<file path="config.mk">
export PLATFORM = sky130hd
export DESIGN_NAME = spc_cell
export DESIGN_NICKNAME = d
export VERILOG_FILES = /design/src/spc_pkg.sv /design/src/spc_cell.sv
export SDC_FILE = /design/constraint.sdc
export NUM_CORES = 1
export LEC_CHECK = 0
export ABC_AREA = 1
export ABC_CLOCK_PERIOD_IN_PS = 13700
export BUFFER_PORTS_ARGS = -buffer_cell sky130_fd_sc_hd__buf_2
export CELL_PAD_IN_SITES_DETAIL_PLACEMENT = 1
export CELL_PAD_IN_SITES_GLOBAL_PLACEMENT = 2
export CORE_MARGIN = 2
export CORE_UTILIZATION = 33
export DETAILED_ROUTE_END_ITERATION = 7
export HOLD_SLACK_MARGIN = 0.02
export PLACE_DENSITY = 0.94
export SETUP_SLACK_MARGIN = 0.5
export SYNTH_ARGS = -nofsm -noshare
export SYNTH_HDL_FRONTEND = slang
export SYNTH_SLANG_ARGS = --single-unit
</file>
<file path="constraint.sdc">
create_clock -name clk_i -period 13.7 [get_ports clk_i]
set_clock_uncertainty 0.1 [all_clocks]
set_input_delay 2.74 -clock clk_i [delete_from_list [all_inputs] [get_ports clk_i]]
set_output_delay 2.74 -clock clk_i [all_outputs]
set_load 0.01 [all_outputs]
</file>
<file path="src/spc_pkg.sv">
// Shared widths, register indexes, CORDIC table and stage payload type.
package spc_pkg;

  localparam int unsigned MaxBeams   = 4096;
  localparam int unsigned CordSteps  = 18;
  localparam int unsigned RangeW     = 16;
  localparam int unsigned IndexW     = 12;
  localparam int unsigned AngleW     = 16;
  localparam int unsigned CoordW     = 17;
  localparam int unsigned VecW       = 33;   // Q14 vector, headroom for CORDIC gain
  localparam int unsigned ZW         = 25;   // residual angle, 2^-24 turn
  localparam int unsigned AtanW      = 22;
  localparam int unsigned ShiftW     = 5;
  localparam int unsigned CfgIdxW    = 8;
  localparam int unsigned GainW      = 30;
  localparam logic [GainW-1:0] InvGainQ30 = 30'd652032874;
  localparam logic signed [CoordW-1:0] CoordMax = 17'sd65535;

  localparam logic [CfgIdxW-1:0] RegStartAngle = 8'd0;
  localparam logic [CfgIdxW-1:0] RegAngleStep  = 8'd1;
  localparam logic [CfgIdxW-1:0] RegMinRange   = 8'd2;
  localparam logic [CfgIdxW-1:0] RegMaxRange   = 8'd3;

  // Payload handed from cell to cell.
  typedef struct packed {
    logic signed [VecW-1:0] x;
    logic signed [VecW-1:0] y;
    logic signed [ZW-1:0]   z;
    logic [1:0]             quad;
    logic [IndexW-1:0]      idx;
  } cord_t;

  // round(atan(2^-i) / (2 pi) * 2^24)
  function automatic logic [AtanW-1:0] atan_val(input int unsigned i);
    logic [AtanW-1:0] v;
    v = '0;
    unique case (i)
      0:  v = 22'd2097152;
      1:  v = 22'd1238021;
      2:  v = 22'd654136;
      3:  v = 22'd332050;
      4:  v = 22'd166669;
      5:  v = 22'd83416;
      6:  v = 22'd41718;
      7:  v = 22'd20860;
      8:  v = 22'd10430;
      9:  v = 22'd5215;
      10: v = 22'd2608;
      11: v = 22'd1304;
      12: v = 22'd652;
      13: v = 22'd326;
      14: v = 22'd163;
      15: v = 22'd81;
      16: v = 22'd41;
      17: v = 22'd20;
      default: v = '0;
    endcase
    return v;
  endfunction

endpackage

</file>
<file path="src/spc_cell.sv">
// One CORDIC rotation step with its own pipeline register.
module spc_cell import spc_pkg::*; (
  input  logic              clk_i,
  input  logic              rst_ni,
  input  logic [ShiftW-1:0] shift_i,
  input  logic [AtanW-1:0]  atan_i,
  input  logic              in_valid_i,
  output logic              in_ready_o,
  input  cord_t             in_i,
  output logic              out_valid_o,
  input  logic              out_ready_i,
  output cord_t             out_o
);

  logic                   vld_q;
  cord_t                  data_q, data_d;
  logic signed [VecW-1:0] dx, dy;
  logic signed [ZW-1:0]   da;
  logic                   rdy;

  assign dx  = in_i.y >>> shift_i;
  assign dy  = in_i.x >>> shift_i;
  assign da  = signed'({3'b0, atan_i});
  assign rdy = !vld_q || out_ready_i;
  assign in_ready_o = rdy;

  always_comb begin
    data_d = in_i;
    if (!in_i.z[ZW-1]) begin
      data_d.x = in_i.x - dx;
      data_d.y = in_i.y + dy;
      data_d.z = in_i.z - da;
    end else begin
      data_d.x = in_i.x + dx;
      data_d.y = in_i.y - dy;
      data_d.z = in_i.z + da;
    end
  end

  always_ff @(posedge clk_i or negedge rst_ni) begin
    if (!rst_ni) vld_q <= 1'b0;
    else if (rdy) vld_q <= in_valid_i;
  end

  always_ff @(posedge clk_i) begin
    if (rdy && in_valid_i) data_q <= data_d;
  end

  assign out_valid_o = vld_q;
  assign out_o       = data_q;

endmodule

</file>
==> flow_metrics.tcl <==
set metrics [dict create \
    status "complete, no violations" \
    synth-edff-count 105 \
    overflow 0 \
    core-area_um2 41800 \
    synth_sequential_area_ratio 0.229 \
    first_iter_violations 1261 \
    ys_async_sr_fraction 0.00943 \
    grtUsageTotal 0.249 \
    dp.final_hpwl_um 45200 \
    period_share 0.612 \
    finalHoldViolations 0 \
    layout.nets 2606 \
    routed-via-count 15600 \
    via_per_inst 5.35 \
    grt_pass1_wl_um 85600 \
    cap_violations 0 \
    wl_per_cell_um 18.9 \
    drc 0 \
    worstPathArrival_ns 8.43 \
    post_cts_buffers 0 \
    worst_slew_pin_slew_ns 1.22 \
    grt_pass1_vias 15600 \
    htreeDepth 3 \
    setup-violations-final 0 \
    die_w_um 209 \
    ys_types 44 \
    first_pass_iters 5 \
    hold_ws_ns 0.495 \
    wirelength_um 55300 \
    layout_setup_ws_ns 5.32 \
    antenna_found_initial 2 \
    cp.required_ns 13.75 \
    syn_area_um2 13900 \
    areaGrowthSynthToFinish_pct 13.6 \
    drive_above_1_share 0.131 \
    io_pins 243 \
    p_leak_nw 7.75 \
    drtAntennaViolNets 0 \
    timing.fmax_mhz 119 \
    clock_latency_ns 0.40 \
    period_minus_slack_ns 8.38 \
    mostFrequentLayoutCells "nand2_1 (720), nand3_1 (422), buf_2 (242)" \
    cts-root-buf "clkbuf_16" \
    syn-num-nets 2425 \
    synthFlopType "edfxtp_1" \
    fin_total_pwr_mw 1.56 \
    numCtsBuffers 9 \
    seqCellArea_um2 3180 \
    synth-seq-cells 106 \
    maxSlewViolCount 0 \
    fill_cells 5616 \
    start_kind "input pin" \
    grt_max_degree 78 \
    start_util 0.332 \
    grt_setup_unrepaired "no" \
    yosys_warnings 0 \
    cts_tree "built" \
    peakVddDrop_mv 0.0512 \
    cp_max_fo 67 \
    port_buffers 242 \
    slew_headroom 0.189 \
    worst_setup_path_end_kind "register" \
    clockBufferDepth 2 \
    multi_input_area_um2 9730 \
    fp-row-count 75 \
    hold_path.class "register to register" \
    synthCells 2194 \
    die_y_um 209 \
    avgSynthCellArea_um2 6.32 \
    fp.dieArea_um2 43700 \
    postCtsHoldBufs 0 \
    final_common_cell "nand2_1" \
    power.density_nw_per_um2 99.0 \
    tns_ns 0 \
    crit_type "input pin to register" \
    place_ws_ns 5.05 \
    clkSinkCount 106 \
    finalWeightedCongestion 0.901 \
    ctsResizeCount 0 \
    clkTransAtPathRegs_ns 0.09 \
]
## layer usage
| metal | track usage | routed length, um | vias up |
|---|---|---|---|
| met3 | 0.0249 | 1980 | 59 |
| li1 | - | - | 7752 |
| met2 | 0.405 | 25000 | 377 |
| met5 | 0 | 17 | - |
| met4 | 0.0867 | 1680 | 2 |
| met1 | 0.344 | 26600 | 7442 |
## synthesized netlist by cell type, types with 8 or more instances
master,number,area share
buf_2,29,0.010
inv_2,9,0.0024
nand4_1,19,0.0086
inv_1,145,0.039
a31oi_1,9,0.0041
nor2_1,151,0.041
o21a_1,10,0.0054
clkbuf_1,25,0.0068
a21oi_1,102,0.037
ha_1,92,0.083
nand2_1,720,0.19
o21ai_1,12,0.0043
xor2_1,110,0.069
nor4_1,11,0.0050
buf_1,17,0.0046
xnor2_1,34,0.021
o21ai_0,68,0.025
nand3_1,422,0.15
edfxtp_1,105,0.23
o211ai_1,10,0.0054
nor3_1,20,0.0072
nand2_2,8,0.0036
## final timing paths
kind	slack [ns]	startpoint	cells after the start	to
setup / recovery	5.32	shift_i[0]	27	out_o[101]
hold / removal	0.50	out_valid_o	2	out_valid_o
setup reg to reg	11.28	out_valid_o	3	out_o[66]
hold reg to reg	0.50	out_valid_o	2	out_valid_o
max in group asynchronous	11.42	rst_ni	1	out_valid_o
min in group asynchronous	2.00	rst_ni	1	out_valid_o
## stage by stage
stage	util	std cells	area, um^2
2_1_floorplan	-	2194	13900
6_report	0.377	2920	15800
3_5_place_dp	0.370	2903	15400
5_1_grt	0.377	2919	15800
4_1_cts	0.377	2919	15800
3_3_place_gp	0.370	2903	15400
## final cells by class
cell class | count | share of cell area
clock inverters | 7 | 0.00548
inverters | 155 | 0.0371
repair buffers | 251 | 0.0812
multi-input cells | 1852 | 0.617
diodes | 1 | 0.000159
well taps | 539 | 0.0428
flip-flops and latches | 106 | 0.202
clock buffers | 9 | 0.0143
## power breakdown
part           internal [mW]  switching [mW]  total (mW)
Combinational          0.277           0.539       0.816
Clock                  0.145           0.142       0.287
Sequential             0.443          0.0144       0.457
Total                  0.865           0.695        1.56
## kinds of logic (layout without fill, tap and decap cells)
logic type / after synthesis / after routing / share of synthesized area
fa+ha+maj: 95 / 95 / 0.0873
simple gates: 1375 / 1375 / 0.425
compound gates: 238 / 238 / 0.0967
flops: 106 / 106 / 0.229
xor+xnor: 144 / 144 / 0.0909
other cells: 0 / 1 / 0
buf+inv: 236 / 422 / 0.0707
## worst max-delay path, cell delays in order
cell and delay (ns):
buf_2 0.08, buf_4 0.52, inv_2 0.65, nand2_1 0.26
nand3_1 0.12, nand3_1 0.16, nand3_1 0.18, nand3_1 0.17
o21ai_1 0.20, inv_1 0.13, ha_1 0.21, nand3_2 0.13
nor2_4 0.18, nand2_2 0.09, o21ai_2 0.18, xor2_1 0.17
inv_1 0.06, ha_1 0.34, nand2_1 0.17, nor4_1 0.55
nand2_1 0.10, o211ai_1 0.46, nand2_1 0.10, nand2_1 0.15
nand2_1 0.08, o2111ai_1 0.09, xor2_1 0.10
## flip-flops by register name (all words and copies together) (netlist names)
name	cells
out_o	105
out_valid_o	1
Power figures use the tool's default switching activity.
