## src/spc_pkg.sv

```systemverilog
// Shared widths, register indexes, CORDIC table and stage payload type.
package spc_pkg;

  localparam int unsigned MaxBeams   = 4096;
  localparam int unsigned CordSteps  = 18;
  localparam int unsigned RangeW     = 16;
  localparam int unsigned IndexW     = 12;
  localparam int unsigned AngleW     = 16;
  localparam int unsigned CoordW     = 17;
  localparam int unsigned VecW       = 33;   // Q14 vector, headroom for CORDIC gain
  localparam int unsigned ZW         = 25;   // residual angle, 2^-24 turn
  localparam int unsigned AtanW      = 22;
  localparam int unsigned ShiftW     = 5;
  localparam int unsigned CfgIdxW    = 8;
  localparam int unsigned GainW      = 30;
  localparam logic [GainW-1:0] InvGainQ30 = 30'd652032874;
  localparam logic signed [CoordW-1:0] CoordMax = 17'sd65535;

  localparam logic [CfgIdxW-1:0] RegStartAngle = 8'd0;
  localparam logic [CfgIdxW-1:0] RegAngleStep  = 8'd1;
  localparam logic [CfgIdxW-1:0] RegMinRange   = 8'd2;
  localparam logic [CfgIdxW-1:0] RegMaxRange   = 8'd3;

  // Payload handed from cell to cell.
  typedef struct packed {
    logic signed [VecW-1:0] x;
    logic signed [VecW-1:0] y;
    logic signed [ZW-1:0]   z;
    logic [1:0]             quad;
    logic [IndexW-1:0]      idx;
  } cord_t;

  // round(atan(2^-i) / (2 pi) * 2^24)
  function automatic logic [AtanW-1:0] atan_val(input int unsigned i);
    logic [AtanW-1:0] v;
    v = '0;
    unique case (i)
      0:  v = 22'd2097152;
      1:  v = 22'd1238021;
      2:  v = 22'd654136;
      3:  v = 22'd332050;
      4:  v = 22'd166669;
      5:  v = 22'd83416;
      6:  v = 22'd41718;
      7:  v = 22'd20860;
      8:  v = 22'd10430;
      9:  v = 22'd5215;
      10: v = 22'd2608;
      11: v = 22'd1304;
      12: v = 22'd652;
      13: v = 22'd326;
      14: v = 22'd163;
      15: v = 22'd81;
      16: v = 22'd41;
      17: v = 22'd20;
      default: v = '0;
    endcase
    return v;
  endfunction

endpackage

```

## src/spc_post.sv

```systemverilog
// Quadrant restore, rounding, saturation and output register.
module spc_post import spc_pkg::*; (
  input  logic                     clk_i,
  input  logic                     rst_ni,
  input  logic                     in_valid_i,
  output logic                     in_ready_o,
  input  cord_t                    in_i,
  output logic                     out_valid_o,
  input  logic                     out_ready_i,
  output logic signed [CoordW-1:0] x_o,
  output logic signed [CoordW-1:0] y_o,
  output logic [IndexW-1:0]        idx_o
);

  function automatic logic signed [CoordW-1:0] round_sat(input logic signed [VecW:0] v);
    logic signed [VecW:0]     s;
    logic signed [VecW-14:0]  r;
    logic signed [CoordW-1:0] o;
    s = v + 34'sd8192;
    r = s[VecW:14];
    if (r > 20'sd65535)       o = CoordMax;
    else if (r < -20'sd65535) o = -CoordMax;
    else                      o = r[CoordW-1:0];
    return o;
  endfunction

  logic signed [VecW:0]     fx, fy;
  logic                     vld_q, rdy;
  logic signed [CoordW-1:0] x_q, y_q;
  logic [IndexW-1:0]        idx_q;

  always_comb begin
    unique case (in_i.quad)
      2'd1: begin
        fx = -{in_i.y[VecW-1], in_i.y};
        fy = {in_i.x[VecW-1], in_i.x};
      end
      2'd2: begin
        fx = -{in_i.x[VecW-1], in_i.x};
        fy = -{in_i.y[VecW-1], in_i.y};
      end
      2'd3: begin
        fx = {in_i.y[VecW-1], in_i.y};
        fy = -{in_i.x[VecW-1], in_i.x};
      end
      default: begin
        fx = {in_i.x[VecW-1], in_i.x};
        fy = {in_i.y[VecW-1], in_i.y};
      end
    endcase
  end

  assign rdy = !vld_q || out_ready_i;
  assign in_ready_o = rdy;

  always_ff @(posedge clk_i or negedge rst_ni) begin
    if (!rst_ni) vld_q <= 1'b0;
    else if (rdy) vld_q <= in_valid_i;
  end

  always_ff @(posedge clk_i) begin
    if (rdy && in_valid_i) begin
      x_q   <= round_sat(fx);
      y_q   <= round_sat(fy);
      idx_q <= in_i.idx;
    end
  end

  assign out_valid_o = vld_q;
  assign x_o         = x_q;
  assign y_o         = y_q;
  assign idx_o       = idx_q;

endmodule

```

## config.mk

```make
export PLATFORM = sky130hd
export DESIGN_NAME = spc_post
export DESIGN_NICKNAME = d
export VERILOG_FILES = /design/src/spc_pkg.sv /design/src/spc_post.sv
export SDC_FILE = /design/constraint.sdc
export NUM_CORES = 1
export LEC_CHECK = 0
export BUFFER_PORTS_ARGS = -buffer_cell sky130_fd_sc_hd__buf_2
export CAP_MARGIN = 20
export CORE_MARGIN = 3
export CORE_UTILIZATION = 50
export DETAILED_ROUTE_END_ITERATION = 6
export PLACE_DENSITY = 0.75
export SETUP_SLACK_MARGIN = 0.02
export SLEW_MARGIN = 25
export SYNTH_ARGS = -nofsm -noshare
export SYNTH_HDL_FRONTEND = slang
export SYNTH_SLANG_ARGS = --single-unit
```

## constraint.sdc

```tcl
create_clock -name clk_i -period 2.15 [get_ports clk_i]
set_input_delay 0.3225 -clock clk_i [delete_from_list [all_inputs] [get_ports clk_i]]
set_output_delay 0.3225 -clock clk_i [all_outputs]
set_load 0.02 [all_outputs]
```

==> metrics.md <==
| Metric | Value |
|---|---|
| RR Startpoint | `out_valid_o` |
| Ys Warns | `0` |
| CTS Sinks | `47` |
| Worst setup startpoint | `in_i[51]` |
| Post-Syn Area | `0.005582 mm²` |
| CP Cell Sequence | `buf_6 > or4_4 > or4_4 > or4_4 > a31oi_4 > and3_4 > nand4_1 > or2_4 > nand4b_1 > a2111oi_4 > a41o_1 > buf_4 > a21oi_2` |
| Worst hold path class | `in -> reg` |
| Drt drc | `0` |
| Failing checks | `negative setup slack` |
| # setup viols final | `34` |
| Pre-antenna DRT Iters | `7` |
| Critical R2R Capture | `x_o[11]` |
| Maxcap violations | `0` |
| DIE WIDTH | `111.7 µm` |
| Worst Setup Path Type | `in -> reg` |
| CP bufs+invs | `2` |
| Synth cell types | `74` |
| CP max FO | `6` |
| Initial Util | `52.65%` |
| # fillers | `677` |
| CTS Buf Count | `5` |
| Full die area | `0.01247 mm²` |
| Seq cells post-synth | `47` |
| Clk slew on worst S/H paths | `0.11 ns` |
| Synth Area per Inst | `7.763 µm²` |
| Crit path max-delay cell type | `or4_4` |
| Final Hold Fails | `0` |
| Port bufs | `131` |
| Die Y | `111.7 µm` |
| Net Sw Frac | `37.35%` |
| Max rail drop VDD | `374.0 µV` |
| Worst setup path endpoint | `x_o[13]` |
| Worst path required time | `2.23 ns` |
| Post-synth EDFFs | `46` |
| Crit. End Element | `flip-flop` |
| Part of the power in combinational logic | `49.9%` |
| Slew headroom | `55.95%` |
| Synth Flop Type | `edfxtp_1` |
| Place WS | `-2.110 ns` |
| Period utilization | `180.9%` |
| CTS H-tree depth | `2` |
| Pwr/cell area | `413.1 mW/mm²` |
| Clock network fraction of total power | `19.1%` |
| R2r setup slk | `0.55 ns` |
| Slew Limit Fails | `0` |
| CP max stage delay | `0.56 ns` |
| Mapped Nets | `830` |
| Layout cells sized above 1 | `46.28%` |
| Post-Route WL | `23460 µm` |
| Clock Skew | `0.01752 ns` |
| First DRT Iteration DRCs | `811` |
| Largest net degree at the start of global routing | `38` |
| Part of the power in registers | `31.0%` |
| WP depth | `13` |
| Area growth, synth to finish | `58.89%` |
| Max frequency | `0.2571 GHz` |
| Placed cell count | `1200` |
| Vias in the first global route | `7475` |
| Status | `finished, violations left` |
| Cell family with most CP delay | `simple AND/OR/NAND/NOR gates` |
| Sw Pwr | `1.368 mW` |
| CP most frequent cell | `or4_4` |
| Max clock buf depth | `2` |
| Post-DP HPWL | `17890 µm` |
| CTS tree | `done` |
| Synth Instances | `719` |
| First-pass GRT wire length | `36480 µm` |
| Asr flop ratio synth | `2.128%` |
| Path depth of the worst reg2reg path | `3` |
| Final net count | `1199` |
| Total core area | `0.01060 mm²` |
| Avg WL per Cell | `19.15 µm` |
| Clock Tree Root | `clkbuf_8` |
| IO Pins | `157` |
| Row count | `37` |
| Initial antenna violation count | `0` |
| Min Tclk post-route | `3.890 ns` |
| Crit path DAT | `3.97 ns` |
| GP Congestion | `1.050` |
| Non-filler cells, final | `1225` |
| Worst skew pair latency | `0.32 ns` |
| Sequential area share after synthesis | `25.20%` |
| Worst setup margin | `-1.740 ns` |
| Antenna-violating nets left | `0` |
| Startpoint types | `input pin` |
| Worst Tran Pin Value | `0.6525 ns` |
| Via density | `6.334` |
| Via count | `7759` |
| Gr ovfl total | `0` |
| P_leak | `3.783 nW` |
| RSZ-0062 raised after global routing | `true` |
| # diodes | `0` |
| Tot GR Track Use | `35.54%` |
| P_int | `2.295 mW` |
[how the worst min path moves through the flow]
stage | start | endpoint | slack, ns | depth (start not counted)
floorplan | rst_ni | out_valid_o | 0.03 | 0
global placement | rst_ni | out_valid_o | 0.1 | 1
detailed placement | rst_ni | out_valid_o | 0.1 | 1
CTS | in_i[8] | idx_o[8] | 0.18 | 1
global route | in_i[8] | idx_o[8] | 0.17 | 1
finish | in_i[9] | idx_o[9] | 0.17 | 1
[cell families after synthesis]
family,Yosys count,share of synthesized area (%)
fa+ha+maj,2,0.4483
xor+xnor,48,7.532
mux,23,4.169
simple gates,305,29.79
compound gates,219,27.55
buf+inv,75,5.313
flops,47,25.20
[final cells by class]
type / instances / area (µm²) / share of cell area, %
inverters: 18 / 67.56 / 0.7619
clock buffers: 5 / 68.82 / 0.7760
well taps: 136 / 170.2 / 1.919
multi-input cells: 597 / 4195 / 47.31
repair buffers: 419 / 2917 / 32.89
flip-flops and latches: 47 / 1406 / 15.86
clock inverters: 3 / 43.79 / 0.4938
[Yosys cell counts (6+ instances only)]
cell type  number  area [µm²]
and3_1          7       43.79
inv_1          18       67.56
or4_1          11       82.58
mux2i_1        21       210.2
nand3b_1        6       45.04
and4_1          8       70.07
nor4_2          6       75.07
o21ai_0        39       195.2
and2_1         11       68.82
or2_2           6       37.54
xnor2_1        33       289.0
nand3_1        22       110.1
nand2b_1        8       50.05
nor3_1         41       205.2
o211ai_1        7       52.55
nor4_1         12       75.07
or3_1           7       43.79
buf_2          11       55.05
buf_1          13       48.80
xor2_1         15       131.4
a211oi_1       16       120.1
nand4_1        20       125.1
nor2_1         66       247.7
a31oi_1        13       81.33
a41oi_1         6       52.55
clkbuf_1       32       120.1
nand2_1        58       217.7
a21oi_1        44       220.2
edfxtp_1       46        1381
o31ai_1        10       75.07
[metrics by stage]
stage	util [%]	area (µm²)	hold slack [ns]	TNS, ns	total power [mW]
final	83.65	8869	0.1707	-53.94	3.664
after global routing	83.65	8869	0.1709	-58.16	3.839
after CTS	82.54	8751	0.1824	-52.55	3.570
after detailed placement	79.00	8376	0.09986	-68.49	2.813
after global placement	79.00	8376	0.09696	-64.60	2.745
after floorplan	-	5767	0.02691	-61.01	2.017
[worst reg2reg max path: stages, from the launching register on]
cell	delay, ns
dfrtp_1	0.40
nand2b_1	0.14
and2_2	0.49
buf_12	0.27
[placed cells by master, fill, tap and decap left out, drive strengths merged, types with 12 or more instances in the layout]
cell and instances:
xnor2 33, nand2 58, or4 12, nor4 21, xor2 15, mux2i 21
buf 418, nand4 20, a211oi 16, nor3 41, nand3 22, inv 18
edfxtp 46, a21oi 44, a31oi 13, nor2 66, o21ai 44
[what timing repair did]
action	in CTS	in global routing
resized for setup	46	21
gates cloned	1	0
pin swaps	10	15
hold endpoints to repair	1	0
setup endpoints to repair	34	34
hold buffers	1	0
setup buffers	13	9
[power groups by stage]
| stage | clock [mW] | sequential (mW) | combinational, mW |
|---|---|---|---|
| final | 0.701 | 1.13 | 1.83 |
| after global routing | 0.746 | 1.14 | 1.95 |
| after CTS | 0.687 | 1.13 | 1.75 |
| after detailed placement | 0 | 1.15 | 1.66 |
| after global placement | 0 | 1.15 | 1.60 |
| after floorplan | 0 | 1.25 | 0.762 |
[sequential cells by signal, indices dropped and copies added (netlist names)]
signal / flops
out_valid_o: 1
x_o: 17
y_o: 17
idx_o: 12
[layer usage]
metal / vias to the layer above / wire (µm) / GRT usage (%)
li1: 3528 / - / -
met1: 3586 / 8585 / 41.99
met2: 530 / 11330 / 60.47
met3: 115 / 2023 / 5.054
met4: 0 / 1525 / 22.22
met5: - / 0 / 0
Note: power is estimated with default switching activity, not from simulation.
