`config.mk`:
```
export PLATFORM = sky130hd
export DESIGN_NAME = spc_prep
export DESIGN_NICKNAME = d
export VERILOG_FILES = /design/src/spc_pkg.sv /design/src/spc_prep.sv
export SDC_FILE = /design/constraint.sdc
export NUM_CORES = 1
export LEC_CHECK = 0
export ABC_CLOCK_PERIOD_IN_PS = 8260
export BUFFER_PORTS_ARGS = -buffer_cell sky130_fd_sc_hd__clkbuf_2
export CORE_AREA = 4 4 221 223
export CTS_CLUSTER_DIAMETER = 30
export CTS_CLUSTER_SIZE = 8
export DETAILED_ROUTE_END_ITERATION = 8
export DIE_AREA = 0 0 225 227
export PLACE_DENSITY_LB_ADDON = 0.3
export SLEW_MARGIN = 20
export SYNTH_ARGS = -nofsm -noshare
export SYNTH_HDL_FRONTEND = slang
export SYNTH_SLANG_ARGS = --single-unit
```
`constraint.sdc`:
```
create_clock -name clk_i -period 8.26 [get_ports clk_i]
set_input_delay 0 -clock clk_i [delete_from_list [all_inputs] [get_ports clk_i]]
set_output_delay 0 -clock clk_i [all_outputs]
set_load 0.005 [all_outputs]
```
`src/spc_pkg.sv`:
```
// Shared widths, register indexes, CORDIC table and stage payload type.
package spc_pkg;

  localparam int unsigned MaxBeams   = 4096;
  localparam int unsigned CordSteps  = 18;
  localparam int unsigned RangeW     = 16;
  localparam int unsigned IndexW     = 12;
  localparam int unsigned AngleW     = 16;
  localparam int unsigned CoordW     = 17;
  localparam int unsigned VecW       = 33;   // Q14 vector, headroom for CORDIC gain
  localparam int unsigned ZW         = 25;   // residual angle, 2^-24 turn
  localparam int unsigned AtanW      = 22;
  localparam int unsigned ShiftW     = 5;
  localparam int unsigned CfgIdxW    = 8;
  localparam int unsigned GainW      = 30;
  localparam logic [GainW-1:0] InvGainQ30 = 30'd652032874;
  localparam logic signed [CoordW-1:0] CoordMax = 17'sd65535;

  localparam logic [CfgIdxW-1:0] RegStartAngle = 8'd0;
  localparam logic [CfgIdxW-1:0] RegAngleStep  = 8'd1;
  localparam logic [CfgIdxW-1:0] RegMinRange   = 8'd2;
  localparam logic [CfgIdxW-1:0] RegMaxRange   = 8'd3;

  // Payload handed from cell to cell.
  typedef struct packed {
    logic signed [VecW-1:0] x;
    logic signed [VecW-1:0] y;
    logic signed [ZW-1:0]   z;
    logic [1:0]             quad;
    logic [IndexW-1:0]      idx;
  } cord_t;

  // round(atan(2^-i) / (2 pi) * 2^24)
  function automatic logic [AtanW-1:0] atan_val(input int unsigned i);
    logic [AtanW-1:0] v;
    v = '0;
    unique case (i)
      0:  v = 22'd2097152;
      1:  v = 22'd1238021;
      2:  v = 22'd654136;
      3:  v = 22'd332050;
      4:  v = 22'd166669;
      5:  v = 22'd83416;
      6:  v = 22'd41718;
      7:  v = 22'd20860;
      8:  v = 22'd10430;
      9:  v = 22'd5215;
      10: v = 22'd2608;
      11: v = 22'd1304;
      12: v = 22'd652;
      13: v = 22'd326;
      14: v = 22'd163;
      15: v = 22'd81;
      16: v = 22'd41;
      17: v = 22'd20;
      default: v = '0;
    endcase
    return v;
  endfunction

endpackage

```
`src/spc_prep.sv`:
```
// Config registers, sample filter, beam angle and CORDIC start vector.
module spc_prep import spc_pkg::*; (
  input  logic                clk_i,
  input  logic                rst_ni,
  input  logic                cfg_valid_i,
  input  logic [CfgIdxW-1:0]  cfg_index_i,
  input  logic [AngleW-1:0]   cfg_data_i,
  input  logic                in_valid_i,
  output logic                in_ready_o,
  input  logic [RangeW-1:0]   range_i,
  input  logic                invalid_i,
  input  logic [IndexW-1:0]   index_i,
  output logic                out_valid_o,
  input  logic                out_ready_i,
  output cord_t               out_o
);

  logic [AngleW-1:0] start_q, step_q;
  logic [RangeW-1:0] min_q, max_q;

  always_ff @(posedge clk_i or negedge rst_ni) begin
    if (!rst_ni) begin
      start_q <= '0;
      step_q  <= '0;
      min_q   <= '0;
      max_q   <= '1;
    end else if (cfg_valid_i) begin
      if (cfg_index_i == RegStartAngle) start_q <= cfg_data_i;
      if (cfg_index_i == RegAngleStep)  step_q  <= cfg_data_i;
      if (cfg_index_i == RegMinRange)   min_q   <= cfg_data_i;
      if (cfg_index_i == RegMaxRange)   max_q   <= cfg_data_i;
    end
  end

  // Stage A: filter, beam angle.
  logic                a_vld_q;
  logic [RangeW-1:0]   a_range_q;
  logic [IndexW-1:0]   a_idx_q;
  logic [AngleW-1:0]   a_ang_q;
  logic                a_rdy;
  logic                keep;
  logic [IndexW+AngleW-1:0] prod;
  logic                b_vld_q;
  logic                b_rdy;

  assign keep = !invalid_i && (range_i >= min_q) && (range_i <= max_q)
              && ({5'b0, index_i} < 17'(MaxBeams));
  assign prod = index_i * step_q;
  assign a_rdy = !a_vld_q || b_rdy;
  assign in_ready_o = a_rdy;

  always_ff @(posedge clk_i or negedge rst_ni) begin
    if (!rst_ni) a_vld_q <= 1'b0;
    else if (a_rdy) a_vld_q <= in_valid_i && keep;
  end

  always_ff @(posedge clk_i) begin
    if (a_rdy && in_valid_i) begin
      a_range_q <= range_i;
      a_idx_q   <= index_i;
      a_ang_q   <= start_q + prod[AngleW-1:0];
    end
  end

  // Stage B: quadrant split and start vector.
  logic [AngleW-1:0]        biased;
  logic [1:0]               quad;
  logic [AngleW-1:0]        resid;
  logic [RangeW+GainW-1:0]  xprod;
  cord_t                    b_q;

  assign biased = a_ang_q + 16'd8192;
  assign quad   = biased[15:14];
  assign resid  = a_ang_q - {quad, 14'b0};
  assign xprod  = a_range_q * InvGainQ30;
  assign b_rdy  = !b_vld_q || out_ready_i;

  always_ff @(posedge clk_i or negedge rst_ni) begin
    if (!rst_ni) b_vld_q <= 1'b0;
    else if (b_rdy) b_vld_q <= a_vld_q;
  end

  always_ff @(posedge clk_i) begin
    if (b_rdy && a_vld_q) begin
      b_q.x    <= signed'({3'b0, xprod[RangeW+GainW-1:RangeW]});
      b_q.y    <= '0;
      b_q.z    <= signed'({resid[AngleW-1], resid, 8'b0});
      b_q.quad <= quad;
      b_q.idx  <= a_idx_q;
    end
  end

  assign out_valid_o = b_vld_q;
  assign out_o       = b_q;

endmodule

```
==> key figures <==
Logic synthesis
  • Yosys reg bits: 170
  • Post-synthesis cell area: 18640 um2
  • Async S/R FF share, synth: 38.82%
  • Syn Inst Count: 1712
  • Post-synthesis sequential area ratio: 25.72%
  • Area share of the largest cell type after synthesis: 28.45%
  • Synth cell types: 59
  • Post-synth EDFFs: 104
  • Syn Area/Cell: 10.89 um2
  • Main synth FF type: edfxtp_1
  • Yosys top cell by area: fa_1
  • Synth warnings: 0
  • Synth top area cells: fa_1 28%, edfxtp_1 17%, ha_1 16%, inv_1 8.4%, dfrtp_1 6.7%

Route
  • Initial DRC count: 561
  • DRT Wirelength: 44510 um
  • Drt wl/cell: 17.81 um
  • Antenna-violating nets left: 0
  • Vias: 11.96k
  • Via/cell ratio: 4.784
  • First-pass DRT Iterations: 5
  • DRC violations left: 0

Power and ir drop
  • Net switching fraction of the power: 47.92%
  • Sequential share of power: 16.1%
  • Internal power: 4.580 mW
  • Leakage: 10.28 nW
  • Combinational share of power: 74.4%
  • Max rail drop VDD: 0.4280 mV
  • Clk network pwr share: 9.5%
  • PwrDens: 421.9 nW/um2
  • Psw: 4.214 mW

Global route
  • Largest net degree at the start of global routing: 67
  • First-pass GRT wire length: 71620 um
  • Gr usage total: 18.32%
  • Initial antenna violation count: 2
  • GR Overflow Total: 0
  • Vias in the first global route: 13.04k

Timing
  • Post-Route Skew: 20.98 ps
  • Tcrit/Tclk final: 78.70%
  • Setup WS post-layout: 1759 ps
  • Max-slew violation count: 0
  • Hold Slack: 68.93 ps
  • Max Fclk: 153.8 MHz
  • Worst-margin pin slew: 885.1 ps
  • Min cycle time layout: 6501 ps
  • Final Hold Viols: 0
  • Max_slew headroom: 40.93%
  • Post-route setup TNS: 0 ps
  • Unrepaired setup endpoints after global routing: false
  • # setup viols final: 0

Floorplan
  • DIE WIDTH: 225 um
  • Ports: 165
  • Die area: 51080 um2
  • Core footprint: 46560 um2
  • Die height: 227 um
  • Row count: 79
  • Initial Util: 40.05%

Critical path
  • Crit path largest cell delay: 650 ps
  • R2R depth: 21
  • Crit path max fanout: 8
  • Setup crit start kind: register
  • Crit end category: register
  • Slowest stage cell, crit path: edfxtp_1
  • Worst Path Arrival: 6730 ps
  • RR Startpoint: a_range_q[5]
  • Most frequent CP cell: inv_1
  • Reg2reg end: out_o[99]
  • CP required: 8490 ps
  • Cell Chain, Critical Path: inv_1 > ha_1 > inv_1 > fa_1 > inv_1 > fa_1 > inv_1 > fa_1 > fa_1 > inv_1 > fa_1 > inv_1 > ha_1 > nand3_1 > o22ai_1 > nor3_1 > a21oi_1 > a21oi_1 > o311ai_1 > a21oi_1 > xnor2_1
  • Worst Setup Path Type: reg2reg
  • Buf+Inv Stages, Crit Path: 6
  • Reg-to-reg slack, setup: 1760 ps
  • Top delay family on crit path: adder cells

Finish
  • Layout cell share with drive strength beyond 1: 13.54%
  • Cell area after layout: 20840 um2
  • NumNets Final: 2433
  • Fillers: 4385
  • Multi-input gate area: 12000 um2
  • Register area: 4795 um2
  • Area Growth Syn to Fin: 11.80%

Clocking
  • Setup Fix Bufs, Post-CTS: 0
  • CTS H-tree lvls: 4
  • CTS root buf: clkbuf_16
  • CTS resizes: 0
  • Clk buf depth: 2
  • CTS Buf Count: 17
  • Clk sinks: 170
  • Clk Latency, worst-skew pair: 480 ps
  • Post-CTS Hold Buffers: 48
  • Clock slew at reported path FFs: 80 ps
  • CTS tree: built

Min path
  • Worst min path class: in2reg
  • Hold-critical path endpoint: start_q[4]
  • Hold Path Stages: 3
  • Hold_sp: cfg_index_i[0]

Placement
  • Port Buffers: 120
  • Hpwl dp: 37750 um
  • Setup slack at placement: 1746 ps
  • Placed cell areas: 19750 um2
  • RePlAce Congestion: 0.9801

Outcome
  • Status: finished, final reports clean

Flow run
  • Max_cap viols: 0
-- worst max-delay path by stage --
stage	start	to	slack, ps	cells past startpoint
detailed placement	a_range_q[5]	out_o[99]	1750	21
global route	a_range_q[5]	out_o[99]	1400	21
finish	a_range_q[5]	out_o[99]	1760	21
global placement	a_range_q[5]	out_o[99]	1850	21
CTS	a_range_q[5]	out_o[99]	1730	21
floorplan	a_range_q[7]	out_o[101]	2680	19
-- synth_stat cells (all sizes together) (3+ instances only) --
cell type / instances
or3: 3
o211ai: 6
xnor2: 46
and2: 32
inv: 419
o21a: 12
a21o: 24
a211oi: 8
and3: 5
nand2b: 15
edfxtp: 104
xor2: 21
nand4: 8
dfstp: 16
a31oi: 4
clkbuf: 20
fa: 265
nor2: 30
o21bai: 3
nor3: 11
a21oi: 53
mux2: 63
or2: 9
nor2b: 10
o31ai: 3
nand2: 128
nand3: 12
buf: 49
o21ai: 24
ha: 233
dfrtp: 50
-- routing by layer --
layer,share of wire [%],global-route usage [%],up-vias
li1,-,-,5644
met1,45,24.95,6024
met2,48,30.24,236
met3,3.9,3.198,52
met4,2.4,5.632,0
met5,0,0,-
-- placed cells by master, fill, tap and decap left out, types with 4 or more instances in the layout --
cell type / n
xnor2_1: 46
nand2b_1: 15
and3_1: 5
o21ai_0: 23
clkbuf_16: 17
nand3_1: 11
buf_4: 4
and2_1: 30
a211oi_1: 8
a21o_1: 24
ha_1: 233
nor2_1: 29
dfrtp_1: 50
nand4_1: 8
inv_1: 419
a31oi_1: 4
fa_1: 265
edfxtp_1: 104
or2_2: 9
mux2_2: 63
nor3_1: 11
xor2_1: 21
a21oi_1: 53
conb_1: 44
nor2b_1: 10
dfstp_2: 16
o211ai_1: 6
o21a_1: 12
nand2_1: 128
clkbuf_2: 119
inv_6: 4
dlygate4sd3_1: 48
-- power groups by stage --
stage | Sequential, mW | Clock [mW] | Combinational (mW)
floorplan | 1.43 | 0 | 4.94
global placement | 1.43 | 0 | 6.42
detailed placement | 1.44 | 0 | 6.51
CTS | 1.42 | 0.870 | 6.58
global route | 1.43 | 0.903 | 7.46
finish | 1.42 | 0.840 | 6.54
-- final cells by class --
| class | count | share of cell area, % |
|---|---|---|
| multi-input combinational | 1097 | 57.55 |
| clock buffer | 19 | 2.173 |
| antenna | 2 | 0.02401 |
| clock inverter | 13 | 0.7323 |
| tap | 607 | 3.644 |
| inverter | 419 | 7.545 |
| sequential | 170 | 23.00 |
| timing repair buffer | 172 | 5.330 |
-- metrics by stage --
stage	cells	total power [mW]	utilization, %
after global routing	2498	9.794	44.77
after detailed placement	2417	7.943	42.43
final	2499	8.794	44.77
after floorplan	1755	6.366	-
after CTS	2497	8.863	44.76
after global placement	2417	7.856	42.43
-- flip-flops by register name, summed over array words and instances (netlist names) --
name / count
a_idx_q: 12
start_q: 16
out_o: 60
a_ang_q: 16
step_q: 16
max_q: 16
a_vld_q: 1
min_q: 16
a_range_q: 16
out_valid_o: 1
-- cells by family (layout without fill, tap and decap cells) --
logic type,count (synthesis),count (layout),synth area share (%)
muxes,63,63,3.805
other,1,46,0.02011
and+or+nand+nor,270,270,7.060
DFF,170,170,25.72
buffers and inverters,488,623,10.82
AOI/OAI and AO/OA,155,155,5.335
xor gates and xnor gates,67,67,3.147
adders and majority gates,498,498,44.09
-- worst register-to-register path, stage by stage (launching register included) --
cell,delay [ps]
edfxtp_1,650
inv_1,170
ha_1,400
inv_1,130
fa_1,490
inv_1,60
fa_1,530
inv_1,50
fa_1,460
fa_1,540
inv_1,50
fa_1,470
inv_1,40
ha_1,300
nand3_1,130
o22ai_1,300
nor3_1,90
a21oi_1,330
a21oi_1,290
o311ai_1,460
a21oi_1,150
xnor2_1,140
No activity file was read; power rests on OpenSTA's default activity.
